[config.mk]
export PLATFORM = sky130hd
export DESIGN_NAME = fourier_series_point_eval_core
export DESIGN_NICKNAME = d
export VERILOG_FILES = /design/src/sv/fspe_pkg.sv /design/src/sv/fourier_series_point_eval_core.sv /design/src/sv/fspe_ctrl.sv /design/src/sv/fspe_datapath.sv
export SDC_FILE = /design/constraint.sdc
export NUM_CORES = 2
export LEC_CHECK = 0
export BUFFER_PORTS_ARGS = -buffer_cell sky130_fd_sc_hd__clkbuf_2
export CELL_PAD_IN_SITES_DETAIL_PLACEMENT = 1
export CELL_PAD_IN_SITES_GLOBAL_PLACEMENT = 1
export CORE_ASPECT_RATIO = 2
export CORE_MARGIN = 1.5
export CORE_UTILIZATION = 51
export DETAILED_ROUTE_END_ITERATION = 7
export PLACE_DENSITY = 0.93
export SLEW_MARGIN = 20
export SYNTH_ARGS = -nofsm -noshare
export SYNTH_HDL_FRONTEND = slang
export SYNTH_SLANG_ARGS = --single-unit
export TNS_END_PERCENT = 20
[constraint.sdc]
create_clock -name clock -period 8.2 [get_ports clock]
set_input_delay 1.64 -clock clock [delete_from_list [all_inputs] [get_ports clock]]
set_output_delay 1.64 -clock clock [all_outputs]
set_load 0.05 [all_outputs]
[src/sv/fspe_pkg.sv]
// ----------------------------------------------------------------------------
// fspe_pkg
// Shared widths, constants, control types and the arctangent table of the
// Fourier series point evaluator.
// ----------------------------------------------------------------------------
`timescale 1ns / 1ps

package fspe_pkg;

   // angle resolution and CORDIC length
   localparam int ANGLE_BITS   = 16;
   localparam int CORDIC_STEPS = 16;
   localparam int TABLE_LEN    = 24;
   localparam int ITER_COUNT   = (CORDIC_STEPS < TABLE_LEN) ? CORDIC_STEPS : TABLE_LEN;
   localparam int STEP_W       = 5;      // indexes the 24-entry table

   // payload widths
   localparam int HARM_W  = 11;
   localparam int AMP_W   = 20;
   localparam int PHASE_W = 16;
   localparam int TIME_W  = 17;
   localparam int POINT_W = 22;

   // datapath widths
   localparam int GAIN_W     = 30;
   localparam int GPROD_W    = AMP_W + GAIN_W;     // amplitude * gain
   localparam int GAIN_SHIFT = 16;
   localparam int X0_W       = GPROD_W - GAIN_SHIFT;
   localparam int HPROD_W    = HARM_W + TIME_W + 1;
   localparam int TURN_W     = 32;
   localparam int ANG_W      = TURN_W + 1;         // signed residual angle
   localparam int VEC_W      = 37;                 // CORDIC x / y
   localparam int EXTRA_BITS = 14;
   localparam int CPT_W      = VEC_W - EXTRA_BITS; // rounded component
   localparam int ACC_W      = POINT_W + 2;

   localparam logic [GAIN_W-1:0] GAIN_Q30 = 30'd652032874;

   localparam logic [TURN_W-1:0] ANGLE_MASK = 32'hFFFF_FFFF << (TURN_W - ANGLE_BITS);

   localparam logic signed [ANG_W-1:0] QUARTER_TURN = 33'sh0_4000_0000;
   localparam logic signed [ANG_W-1:0] HALF_TURN    = 33'sh0_8000_0000;

   localparam logic signed [VEC_W-1:0] RND_BIAS = VEC_W'(1 << (EXTRA_BITS - 1));

   localparam logic [TIME_W-1:0] FULL_TURN = 17'h1_0000;

   localparam logic signed [POINT_W-1:0] POINT_MAX = 22'sh1F_FFFF;
   localparam logic signed [POINT_W-1:0] POINT_MIN = 22'sh20_0000;

   // commands from the controller to the datapath
   typedef struct packed {
      logic              load;   // capture a term
      logic              mul;    // angle and gain products
      logic              prep;   // quarter-turn reduction, seed vector
      logic              iter;   // one CORDIC micro-rotation
      logic              rnd;    // undo flip, round to 8 fraction bits
      logic              acc;    // add to sums, emit on last term
      logic [STEP_W-1:0] step;   // micro-rotation index
   } fspe_cmd_type;

   // status from the datapath to the controller
   typedef struct packed {
      logic last;       // captured term ends a frame
      logic out_busy;   // result register holds a point not yet taken
   } fspe_status_type;

   // arctangent of 2^-i in 2^-32 turn
   function automatic logic [TURN_W-1:0] atan_turns(input logic [STEP_W-1:0] idx);
      logic [TURN_W-1:0] val;
      case (idx)
         5'd0:    val = 32'h2000_0000;
         5'd1:    val = 32'h12E4_051E;
         5'd2:    val = 32'h09FB_385B;
         5'd3:    val = 32'h0511_11D4;
         5'd4:    val = 32'h028B_0D43;
         5'd5:    val = 32'h0145_D7E1;
         5'd6:    val = 32'h00A2_F61E;
         5'd7:    val = 32'h0051_7C55;
         5'd8:    val = 32'h0028_BE53;
         5'd9:    val = 32'h0014_5F2F;
         5'd10:   val = 32'h000A_2F98;
         5'd11:   val = 32'h0005_17CC;
         5'd12:   val = 32'h0002_8BE6;
         5'd13:   val = 32'h0001_45F3;
         5'd14:   val = 32'h0000_A2FA;
         5'd15:   val = 32'h0000_517D;
         5'd16:   val = 32'h0000_28BE;
         5'd17:   val = 32'h0000_145F;
         5'd18:   val = 32'h0000_0A30;
         5'd19:   val = 32'h0000_0518;
         5'd20:   val = 32'h0000_028C;
         5'd21:   val = 32'h0000_0146;
         5'd22:   val = 32'h0000_00A3;
         5'd23:   val = 32'h0000_0051;
         default: val = 32'h0000_0000;
      endcase
      return val;
   endfunction

endpackage

[src/sv/fourier_series_point_eval_core.sv]
// ----------------------------------------------------------------------------
// fourier_series_point_eval_core
// Each transfer on req_ is one Fourier term; once taken it occupies the
// block for the angle and radius products, the quarter-turn reduction,
// 16 iterations of the single shared CORDIC shift-add unit, rounding and
// accumulation, and the next term is not taken until it leaves
// accumulation. A term marked last_term also moves the point into the
// result register; if a previous point is still stalled there, that term
// waits in accumulation until it leaves. A new term is taken while a point
// waits on rsp_. Write time_step on csr_ only while no term is in flight.
// ----------------------------------------------------------------------------
`timescale 1ns / 1ps

module fourier_series_point_eval_core (
   input  logic                                clock,
   input  logic                                reset,
   input  logic                                req_valid,
   output logic                                req_stall,
   input  logic signed [fspe_pkg::HARM_W-1:0]   req_harmonic,
   input  logic [fspe_pkg::AMP_W-1:0]          req_amplitude,
   input  logic [fspe_pkg::PHASE_W-1:0]        req_phase_turns,
   input  logic                                req_last_term,
   input  logic                                req_restart,
   output logic                                rsp_valid,
   input  logic                                rsp_stall,
   output logic signed [fspe_pkg::POINT_W-1:0]  rsp_point_x,
   output logic signed [fspe_pkg::POINT_W-1:0]  rsp_point_y,
   output logic                                rsp_period_wrapped,
   input  logic                                csr_wr_en,
   input  logic [fspe_pkg::TIME_W-1:0]         csr_wr_data
);
   import fspe_pkg::*;

   fspe_cmd_type    cmd;
   fspe_status_type status;

   // sequencer
   fspe_ctrl u_ctrl (
      .clock     (clock),
      .reset     (reset),
      .req_valid (req_valid),
      .req_stall (req_stall),
      .status    (status),
      .cmd       (cmd)
   );

   // arithmetic and storage
   fspe_datapath u_datapath (
      .clock              (clock),
      .reset              (reset),
      .cmd                (cmd),
      .status             (status),
      .req_harmonic       (req_harmonic),
      .req_amplitude      (req_amplitude),
      .req_phase_turns    (req_phase_turns),
      .req_last_term      (req_last_term),
      .req_restart        (req_restart),
      .rsp_valid          (rsp_valid),
      .rsp_stall          (rsp_stall),
      .rsp_point_x        (rsp_point_x),
      .rsp_point_y        (rsp_point_y),
      .rsp_period_wrapped (rsp_period_wrapped),
      .csr_wr_en          (csr_wr_en),
      .csr_wr_data        (csr_wr_data)
   );

endmodule

[src/sv/fspe_ctrl.sv]
// ----------------------------------------------------------------------------
// fspe_ctrl
// Sequencer of the point evaluator: takes a term, steps the datapath through
// products, reduction, CORDIC iterations, rounding and accumulation.
// ----------------------------------------------------------------------------
`timescale 1ns / 1ps

module fspe_ctrl (
   input  logic                     clock,
   input  logic                     reset,
   input  logic                     req_valid,
   output logic                     req_stall,
   input  fspe_pkg::fspe_status_type status,
   output fspe_pkg::fspe_cmd_type    cmd
);
   import fspe_pkg::*;

   typedef enum logic [5:0] {
      S_IDLE = 6'b000001,
      S_MUL  = 6'b000010,
      S_PREP = 6'b000100,
      S_ITER = 6'b001000,
      S_RND  = 6'b010000,
      S_ACC  = 6'b100000
   } state_type;

   state_type         state_ff, state_in;
   logic [STEP_W-1:0] step_ff, step_in;
   logic              acc_go;

   // a last term waits here until the result register is free
   assign acc_go = !(status.last && status.out_busy);

   // next state
   always_comb begin
      state_in = state_ff;
      step_in  = step_ff;
      case (state_ff)
         S_IDLE: begin
            if (req_valid) begin
               state_in = S_MUL;
            end
         end
         S_MUL: begin
            state_in = S_PREP;
         end
         S_PREP: begin
            state_in = S_ITER;
            step_in  = '0;
         end
         S_ITER: begin
            if (step_ff == STEP_W'(ITER_COUNT - 1)) begin
               state_in = S_RND;
            end else begin
               step_in = step_ff + 1'b1;
            end
         end
         S_RND: begin
            state_in = S_ACC;
         end
         S_ACC: begin
            if (acc_go) begin
               state_in = S_IDLE;
            end
         end
         default: begin
            state_in = S_IDLE;
         end
      endcase
   end

   always_ff @(posedge clock) begin
      if (reset) begin
         state_ff <= S_IDLE;
         step_ff  <= '0;
      end else begin
         state_ff <= state_in;
         step_ff  <= step_in;
      end
   end

   // commands
   assign req_stall = (state_ff != S_IDLE);
   assign cmd.load  = (state_ff == S_IDLE) && req_valid;
   assign cmd.mul   = (state_ff == S_MUL);
   assign cmd.prep  = (state_ff == S_PREP);
   assign cmd.iter  = (state_ff == S_ITER);
   assign cmd.rnd   = (state_ff == S_RND);
   assign cmd.acc   = (state_ff == S_ACC) && acc_go;
   assign cmd.step  = step_ff;

`ifndef SYNTHESIS
   // the iteration index never runs past the table
   a_step_range: assert property (@(posedge clock) disable iff (reset)
      step_ff <= STEP_W'(ITER_COUNT - 1))
      else $error("CORDIC step index out of range");

   // a full CORDIC run always precedes rounding
   a_iter_done: assert property (@(posedge clock) disable iff (reset)
      (state_ff == S_RND) |-> $past(state_ff == S_ITER)
                              && $past(step_ff == STEP_W'(ITER_COUNT - 1)))
      else $error("rounding entered before CORDIC finished");

   // a term accepted goes straight to the product stage
   a_load_next: assert property (@(posedge clock) disable iff (reset)
      cmd.load |=> (state_ff == S_MUL))
      else $error("accepted term not processed");
`endif

endmodule

[src/sv/fspe_datapath.sv]
// ----------------------------------------------------------------------------
// fspe_datapath
// Term registers, angle and gain multipliers, shared CORDIC shift-add unit,
// rounding, saturating sums, time position and the result register.
// ----------------------------------------------------------------------------
`timescale 1ns / 1ps

module fspe_datapath (
   input  logic                                 clock,
   input  logic                                 reset,
   input  fspe_pkg::fspe_cmd_type                cmd,
   output fspe_pkg::fspe_status_type             status,
   input  logic signed [fspe_pkg::HARM_W-1:0]    req_harmonic,
   input  logic [fspe_pkg::AMP_W-1:0]           req_amplitude,
   input  logic [fspe_pkg::PHASE_W-1:0]         req_phase_turns,
   input  logic                                 req_last_term,
   input  logic                                 req_restart,
   output logic                                 rsp_valid,
   input  logic                                 rsp_stall,
   output logic signed [fspe_pkg::POINT_W-1:0]   rsp_point_x,
   output logic signed [fspe_pkg::POINT_W-1:0]   rsp_point_y,
   output logic                                 rsp_period_wrapped,
   input  logic                                 csr_wr_en,
   input  logic [fspe_pkg::TIME_W-1:0]          csr_wr_data
);
   import fspe_pkg::*;

   // saturate a widened sum to the point range
   function automatic logic signed [POINT_W-1:0] sat_point(input logic signed [ACC_W-1:0] v);
      logic signed [POINT_W-1:0] r;
      if (v > ACC_W'(POINT_MAX)) begin
         r = POINT_MAX;
      end else if (v < ACC_W'(POINT_MIN)) begin
         r = POINT_MIN;
      end else begin
         r = v[POINT_W-1:0];
      end
      return r;
   endfunction

   // configuration and state
   logic [TIME_W-1:0]         time_step_ff;
   logic [TIME_W-1:0]         tp_ff;
   logic signed [POINT_W-1:0] sum_x_ff, sum_y_ff;

   // captured term
   logic signed [HARM_W-1:0]  harm_ff;
   logic [AMP_W-1:0]          amp_ff;
   logic [PHASE_W-1:0]        phase_ff;
   logic                      last_ff;

   // product stage
   logic [PHASE_W-1:0]        a16_ff;
   logic [X0_W-1:0]           x0_ff;
   logic signed [HPROD_W-1:0] hprod;
   logic [GPROD_W-1:0]        gprod;
   logic [PHASE_W-1:0]        a16_in;

   // reduction and CORDIC
   logic [TURN_W-1:0]         turn;
   logic signed [ANG_W-1:0]   z_raw;
   logic signed [ANG_W-1:0]   z_ff;
   logic signed [VEC_W-1:0]   x_ff, y_ff;
   logic                      flip_ff;
   logic signed [VEC_W-1:0]   xs, ys;
   logic signed [ANG_W-1:0]   at;

   // rounding and accumulation
   logic signed [VEC_W-1:0]   rx, ry;
   logic signed [CPT_W-1:0]   cx_ff, sy_ff;
   logic signed [ACC_W-1:0]   ax, ay;
   logic signed [POINT_W-1:0] sum_x_in, sum_y_in;
   logic [TIME_W:0]           t_next;
   logic                      wrap;

   // result register
   logic                      rsp_valid_ff;
   logic signed [POINT_W-1:0] px_ff, py_ff;
   logic                      pw_ff;

   assign status.last     = last_ff;
   assign status.out_busy = rsp_valid_ff && rsp_stall;

   // time step register
   always_ff @(posedge clock) begin
      if (reset) begin
         time_step_ff <= '0;
      end else if (csr_wr_en) begin
         time_step_ff <= csr_wr_data;
      end
   end

   // term capture
   always_ff @(posedge clock) begin
      if (cmd.load) begin
         harm_ff  <= req_harmonic;
         amp_ff   <= req_amplitude;
         phase_ff <= req_phase_turns;
         last_ff  <= req_last_term;
      end
   end

   // angle = harmonic * time + phase mod one turn; start radius = amp * gain
   assign hprod  = harm_ff * $signed({1'b0, tp_ff});
   assign a16_in = hprod[PHASE_W-1:0] + phase_ff;
   assign gprod  = {{GAIN_W{1'b0}}, amp_ff} * {{AMP_W{1'b0}}, GAIN_Q30};

   always_ff @(posedge clock) begin
      if (cmd.mul) begin
         a16_ff <= a16_in;
         x0_ff  <= gprod[GPROD_W-1:GAIN_SHIFT];
      end
   end

   // quarter-turn reduction, then CORDIC micro-rotations
   assign turn  = {a16_ff, {(TURN_W - PHASE_W){1'b0}}} & ANGLE_MASK;
   assign z_raw = $signed({turn[TURN_W-1], turn});
   assign xs    = x_ff >>> cmd.step;
   assign ys    = y_ff >>> cmd.step;
   assign at    = $signed({1'b0, atan_turns(cmd.step)});

   always_ff @(posedge clock) begin
      if (cmd.prep) begin
         x_ff <= $signed({{(VEC_W - X0_W){1'b0}}, x0_ff});
         y_ff <= '0;
         if (z_raw > QUARTER_TURN) begin
            z_ff    <= z_raw - HALF_TURN;
            flip_ff <= 1'b1;
         end else if (z_raw < -QUARTER_TURN) begin
            z_ff    <= z_raw + HALF_TURN;
            flip_ff <= 1'b1;
         end else begin
            z_ff    <= z_raw;
            flip_ff <= 1'b0;
         end
      end else if (cmd.iter) begin
         if (z_ff >= 0) begin
            x_ff <= x_ff - ys;
            y_ff <= y_ff + xs;
            z_ff <= z_ff - at;
         end else begin
            x_ff <= x_ff + ys;
            y_ff <= y_ff - xs;
            z_ff <= z_ff + at;
         end
      end
   end

   // negate on flip (~v + 1) folded into the rounding add, then floor shift
   assign rx = (flip_ff ? ~x_ff : x_ff) + (flip_ff ? RND_BIAS + 1'b1 : RND_BIAS);
   assign ry = (flip_ff ? ~y_ff : y_ff) + (flip_ff ? RND_BIAS + 1'b1 : RND_BIAS);

   always_ff @(posedge clock) begin
      if (cmd.rnd) begin
         cx_ff <= rx[VEC_W-1:EXTRA_BITS];
         sy_ff <= ry[VEC_W-1:EXTRA_BITS];
      end
   end

   // saturating accumulation and time advance
   assign ax       = {{(ACC_W - POINT_W){sum_x_ff[POINT_W-1]}}, sum_x_ff}
                   + {{(ACC_W - CPT_W){cx_ff[CPT_W-1]}}, cx_ff};
   assign ay       = {{(ACC_W - POINT_W){sum_y_ff[POINT_W-1]}}, sum_y_ff}
                   + {{(ACC_W - CPT_W){sy_ff[CPT_W-1]}}, sy_ff};
   assign sum_x_in = sat_point(ax);
   assign sum_y_in = sat_point(ay);
   assign t_next   = {1'b0, tp_ff} + {1'b0, time_step_ff};
   assign wrap     = t_next > {1'b0, FULL_TURN};

   always_ff @(posedge clock) begin
      if (reset) begin
         tp_ff    <= '0;
         sum_x_ff <= '0;
         sum_y_ff <= '0;
      end else if (cmd.load && req_restart) begin
         tp_ff <= '0;
      end else if (cmd.acc) begin
         if (last_ff) begin
            sum_x_ff <= '0;
            sum_y_ff <= '0;
            tp_ff    <= wrap ? '0 : t_next[TIME_W-1:0];
         end else begin
            sum_x_ff <= sum_x_in;
            sum_y_ff <= sum_y_in;
         end
      end
   end

   // result register
   always_ff @(posedge clock) begin
      if (reset) begin
         rsp_valid_ff <= 1'b0;
      end else if (cmd.acc && last_ff) begin
         rsp_valid_ff <= 1'b1;
      end else if (!rsp_stall) begin
         rsp_valid_ff <= 1'b0;
      end
   end

   always_ff @(posedge clock) begin
      if (cmd.acc && last_ff) begin
         px_ff <= sum_x_in;
         py_ff <= sum_y_in;
         pw_ff <= wrap;
      end
   end

   assign rsp_valid          = rsp_valid_ff;
   assign rsp_point_x        = px_ff;
   assign rsp_point_y        = py_ff;
   assign rsp_period_wrapped = pw_ff;

`ifndef SYNTHESIS
   // a new point never overwrites one still waiting
   a_no_overwrite: assert property (@(posedge clock) disable iff (reset)
      (cmd.acc && last_ff) |-> !(rsp_valid_ff && rsp_stall))
      else $error("result register overwritten while stalled");

   // a result appears only from the accumulation of a last term
   a_rsp_source: assert property (@(posedge clock) disable iff (reset)
      $rose(rsp_valid_ff) |-> $past(cmd.acc && last_ff))
      else $error("result raised without a last term");

   // sums start fresh after each frame
   a_sums_clear: assert property (@(posedge clock) disable iff (reset)
      (cmd.acc && last_ff) |=> (sum_x_ff == '0) && (sum_y_ff == '0))
      else $error("sums not cleared after frame");

   // time never rests beyond one full turn
   a_time_range: assert property (@(posedge clock) disable iff (reset)
      tp_ff <= FULL_TURN)
      else $error("time position beyond a full turn");
`endif

endmodule
After elaboration in Yosys (flattened, before gate mapping)
Memories as Yosys holds them, arrays and structs flattened. A register that Yosys moved wholly into a read port is not among the register bits.
Cells that the tools add are included.
{ "totals": {"register_bits": 387, "romBits": 960, "in_bits": 71, "wordCells": 110, "mem_count": 1} }
{ "memory_table": {"columns": ["name", "depth", "width", "read_ports", "rd_ports_with_merged_regs", "write_ports", "line", "text"], "rows": [
  ["(no name shown)", 32, 30, 1, 1, 0, "fspe_pkg.sv:71", "case (idx)"]
]} }
{ "op_classes": {"addsub": 15, "mul": 2, "order_cmp": 8, "n_eq_ne": 13, "shift": 2, "n_mux": 30, "n_bitwise": 3, "n_reduce_logical": 13} }
{ "op_table": {"columns": ["op", "n"], "rows": [
  ["2-to-1 mux 33 bit", 5],
  ["adder 37 bit", 4],
  ["2-to-1 mux 37 bit", 4],
  ["2-to-1 mux 22 bit", 6],
  ["inverter 37 bit", 2],
  [">>> shifter 37 x 5 -> 37 bit", 2],
  ["subtractor 37 bit", 2],
  ["2-to-1 mux 34 bit", 2],
  ["multiplier 20 x 29 -> 49 bit (second input constant)", 1],
  ["adder 22 x 23 -> 24 bit", 2],
  ["greater-than comparator 24 x 22 -> 1 bit (second input constant)", 2],
  ["less-than comparator 24 x 22 -> 1 bit (second input constant)", 2],
  ["case mux 6 bit (6 select lines)", 1],
  ["adder 32 x 33 -> 33 bit (second input constant)", 1],
  ["adder 33 bit", 1],
  [">= comparator 33 x 1 -> 1 bit (second input constant)", 1],
  ["subtractor 32 x 33 -> 33 bit (second input constant)", 1],
  ["subtractor 33 bit", 1],
  ["greater-than comparator 32 bit (second input constant)", 1],
  ["less-than comparator 32 x 31 -> 1 bit (second input constant)", 1],
  ["adder 17 x 17 -> 18 bit", 1],
  ["greater-than comparator 18 x 17 -> 1 bit (second input constant)", 1],
  ["multiplier 11 x 18 -> 16 bit", 1],
  ["2-to-1 mux 6 bit", 3],
  ["23 further kinds", 38]
]} }

Logic depth before layout (Yosys ltp)
{ "logic_depth": {"word_depth": 6, "ltp_mapped": 29} }

Modules after synthesis
Synthesis repeated with hierarchy kept, for this count alone.
{ "hier_totals": {"hier_cells": 4767, "hier_area_um2": 44751.7} }
{ "by_module_without_submodules": {"columns": ["mod", "instances", "cells_per_inst", "area_per_inst_um2", "seq_area_each_um2"], "rows": [
  ["fspe_datapath", 1, 4688, 44077.3, 10099.7],
  ["fspe_ctrl", 1, 79, 674.4, 220.2]
]} }

Least setup slack after synthesis
Ideal clock, no wire load.
{ "synth_path": {"kind": "flip-flop to flip-flop", "from": "register u_datapath.amp_ff[4]", "to": "register u_datapath.x0_ff[27], data pin", "setup_ns": 0.271, "arrival_time_ns": 6.809, "slack_ns": 1.120, "path_stages_with_launch": 24, "period_less_slack_ns": 7.080, "path_cell_list": "edfxtp_1 ha_1 inv_1 fa_1 inv_1 fa_1 fa_1 inv_1 fa_1 inv_1 fa_1 fa_1 ha_1 o21a_1 o21ai_0 nor3_1 a21oi_1 a311oi_1 o2111ai_1 nand3_1 o41ai_1 nor2_1 a2111oi_0 xnor2_1"} }
{ "synth_via": {"elab_chain_cells": 1} }
{ "synth_lines": {"columns": ["item", "line", "text"], "rows": [
  ["start, declared", "fspe_datapath.sv:48", "logic [AMP_W-1:0] amp_ff;"],
  ["start signal, assigned", "fspe_datapath.sv:97", "amp_ff <= req_amplitude;"],
  ["multiplier 20 x 29 -> 49 bit", "fspe_datapath.sv:106", "assign gprod = {{GAIN_W{1'b0}}, amp_ff} * {{AMP_W{1'b0}}, GAIN_Q30};"],
  ["via u_datapath.gprod[43]", "fspe_datapath.sv:56", "logic [GPROD_W-1:0] gprod;"],
  ["end signal, assigned", "fspe_datapath.sv:111", "x0_ff <= gprod[GPROD_W-1:GAIN_SHIFT];"],
  ["end, declared", "fspe_datapath.sv:54", "logic [X0_W-1:0] x0_ff;"]
]} }
The timed path passes the listed nets, and every way through them passes these cells.
A chain may end at the register's enable or synchronous reset.

Worst setup path after layout
Same ends and word-level chain as after synthesis.

==> results.sh <==
export IMPL_outcome="finished, final reports clean"
export IMPL_crit_cells=25
export IMPL_slew_viol_final=0
export IMPL_ctsHoldBuffers=0
export IMPL_antenna_found_initial=0
export IMPL_ys_seq_elements=417
export IMPL_gr_usage_all_layers_pct=34.8
export IMPL_arrival_ps=8150
export IMPL_top_layer="met4"
export IMPL_hold_class="reg -> reg"
export IMPL_cap_violations=0
export IMPL_drt_initial_drc_count=3103
export IMPL_drc_errors=0
export IMPL_syn_num_nets=5599
export IMPL_ios=118
export IMPL_htreeDepth=2
export IMPL_r2r_start="u_datapath.amp_ff[4]$_DFFE_PP_"
export IMPL_wl_met3_microns=9350
export IMPL_hold_viol=0
export IMPL_die_width_microns=213
export IMPL_nFillCells=9878
export IMPL_seq_area_sq_um=10900
export IMPL_crit_type="reg -> reg"
export IMPL_final_period_utilization_pct=95.3
export IMPL_cp_common_cell="fa_1"
export IMPL_max_stage_delay_ps=560
export IMPL_crit_buf_inv=6
export IMPL_worst_pin_slew_ps=1110
export IMPL_hpwl_microns=119000
export IMPL_seq_area_frac_synth_pct=24.3
export IMPL_cts_buffers=41
export IMPL_synthTopCellsByCount="549 x inv_1, 440 x ha_1, 382 x nand2_1"
export IMPL_coreArea_sq_um=87700
export IMPL_clk_latency_ps=620
export IMPL_critical_path_top_delay_family="adder cells"
export IMPL_r2r_end="u_datapath.x0_ff[27]$_DFFE_PP_"
export IMPL_die_height_microns=423
export IMPL_ff2ff_setup_slack_ps=380
export IMPL_firstDrtPassIters=6
export IMPL_multiInputGateArea_sq_um=31100
export IMPL_place_gp_congestion=1.00
export IMPL_cts_root_buffer="clkbuf_16"
export IMPL_fin_setup_tns_ps=0
export IMPL_num_nets_final=5594
export IMPL_synth_top_area_share_pct=17.1
export IMPL_dp_cells=5881
export IMPL_wl_met2_microns=78500
export IMPL_grt_pass1_wl_microns=242000
export IMPL_slew_headroom_pct=26.0
export IMPL_yosys_top_cells_area="edfxtp_1 17%, fa_1 15%, ha_1 12%, dfxtp_1 7.1%, inv_1 4.6%"
export IMPL_yosysTopAreaCell="edfxtp_1"
export IMPL_cts_tree="done"
export IMPL_drive_gt1_share_pct=9.00
export IMPL_endpoint="u_datapath.x0_ff[27]$_DFFE_PP_"
export IMPL_instances_no_fill=5958
export IMPL_fin_skew_ps=30.0
export IMPL_syn_cell_area_sq_um=45000
export IMPL_synth_edff_count=257
export IMPL_initial_core_util_pct=51.4
export IMPL_grt_max_degree=74
export IMPL_rsz0062_at_grt="false"
export IMPL_cp_slowest_cell="fa_1"
export IMPL_syn2layout_area_growth_pct=6.77
export IMPL_worst_r2r_cell_count=25
export IMPL_port_buffers=117
export IMPL_crit_fanout=7
export IMPL_n_antenna_cell=0
export IMPL_fin_crit_ps=7820
export IMPL_critPathCaptureType="flip-flop"
export IMPL_synth_cell_types=96
export IMPL_grt_pass1_vias=41956
export IMPL_fmax_ghz=0.128
export IMPL_ys_async_sr_fraction_pct=0
export IMPL_met1_length_microns=58700
export IMPL_row_count=154
export IMPL_drt_total_wl_microns=156000
export IMPL_viasPerCell=6.42
export IMPL_num_vias=38273
export IMPL_numClockSinks=417
export IMPL_ant_nets=0
export IMPL_wl_per_cell_microns=26.2
export IMPL_crit_path_start="u_datapath.amp_ff[4]$_DFFE_PP_"
export IMPL_startpoint_type="flip-flop"
export IMPL_ys_warn_count=0
export IMPL_synth_most_common_cell="inv_1"
export IMPL_hold_path_depth=2
export IMPL_cts_clk_slew_worst_paths_ps=70
export IMPL_clk_path_buf_depth=3
export IMPL_cp_required_ps=8540
export IMPL_synth_avg_cell_area_sq_um=9.46
export IMPL_synth_ff_type="edfxtp_1"
export IMPL_postSynthCellCount=4760
export IMPL_grt_ovfl_total=0
export IMPL_report_final_setup_viol=0
export IMPL_die_area_sq_um=90200
[worst min-delay path, stage by stage (launching register included)]
cell and delay [ps]:
dfxtp_1 330, nand2_1 50, o21ai_0 60
[layout make-up]
class                           instances  area share, %
Clock buffer                           54           2.36
Clock inverter                         22          0.614
Inverter                              553           4.32
Multi-Input combinational cell       3566           64.7
Sequential cell                       417           22.7
Tap cell                             1170           3.05
Timing Repair Buffer                  176           2.21
[state kept, by name (all words and copies together), names as in the netlist, 23 cells and up]
| register | flops |
|---|---|
| u_datapath.x0_ff | 34 |
| u_datapath.sy_ff | 23 |
| u_datapath.z_ff | 33 |
| u_datapath.x_ff | 37 |
| u_datapath.y_ff | 37 |
| u_datapath.cx_ff | 23 |
| u_datapath.at | 30 |
[cell families after synthesis]
kind of cell,count (synthesis),synth area share (%)
xor+xnor,345,6.71
fa+ha+maj,768,26.8
buf+inv,777,6.78
simple gates,1140,12.1
flops,417,24.3
compound gates,1098,16.0
mux,215,7.38
[stage by stage]
step | cell area [sq um] | setup WS [ps] | hold WS (ps) | util, %
floorplan | 45000 | 1120 | 429 | -
global placement | 46600 | 754 | 450 | 53.2
detailed placement | 46600 | 480 | 458 | 53.2
CTS | 48000 | 425 | 475 | 54.8
global route | 48100 | 48.5 | 518 | 54.8
finish | 48100 | 381 | 472 | 54.8
[timing repair]
item                                    CTS  global route
endpoints found under the setup margin    0             1
setup buffers                             0             0
gates resized for setup                   0             1
[routing by layer]
metal  vias to the layer above  global-route usage, %
met1                     19201                   41.1
met3                       592                   4.38
met5                         -                      0
met4                         0                   18.1
li1                      16725                      -
met2                      1755                   60.9
[layout by cell type (no fill, tap or decap), types with 109 or more instances in the layout]
cell	netlist	routed
a21o_1	109	109
a21oi_1	244	244
clkbuf_2	1	117
dfxtp_1	160	155
edfxtp_1	257	257
fa_1	328	328
ha_1	440	440
inv_1	549	545
nand2_1	382	382
nor2_1	290	287
o21ai_0	259	259
xnor2_1	198	198
xor2_1	147	147
[how the worst min path moves through the flow]
stage	start	end	slack, ps
after floorplan	u_datapath.sum_x_ff[0]$_SDFFE_PP0P_	u_datapath.sum_x_ff[0]$_SDFFE_PP0P_	430
after global placement	u_datapath.sum_x_ff[0]$_SDFFE_PP0P_	u_datapath.sum_x_ff[0]$_SDFFE_PP0P_	450
after detailed placement	u_datapath.sum_x_ff[0]$_SDFFE_PP0P_	u_datapath.sum_x_ff[0]$_SDFFE_PP0P_	460
after CTS	u_datapath.sum_x_ff[0]$_SDFFE_PP0P_	u_datapath.sum_x_ff[0]$_SDFFE_PP0P_	480
after global routing	u_datapath.sum_x_ff[0]$_SDFFE_PP0P_	u_datapath.sum_x_ff[0]$_SDFFE_PP0P_	520
final	u_datapath.sum_x_ff[0]$_SDFFE_PP0P_	u_datapath.sum_x_ff[0]$_SDFFE_PP0P_	470
Power is not shown: default switching activity piles up to over one toggle a cycle in this logic, so the estimate is an artifact.
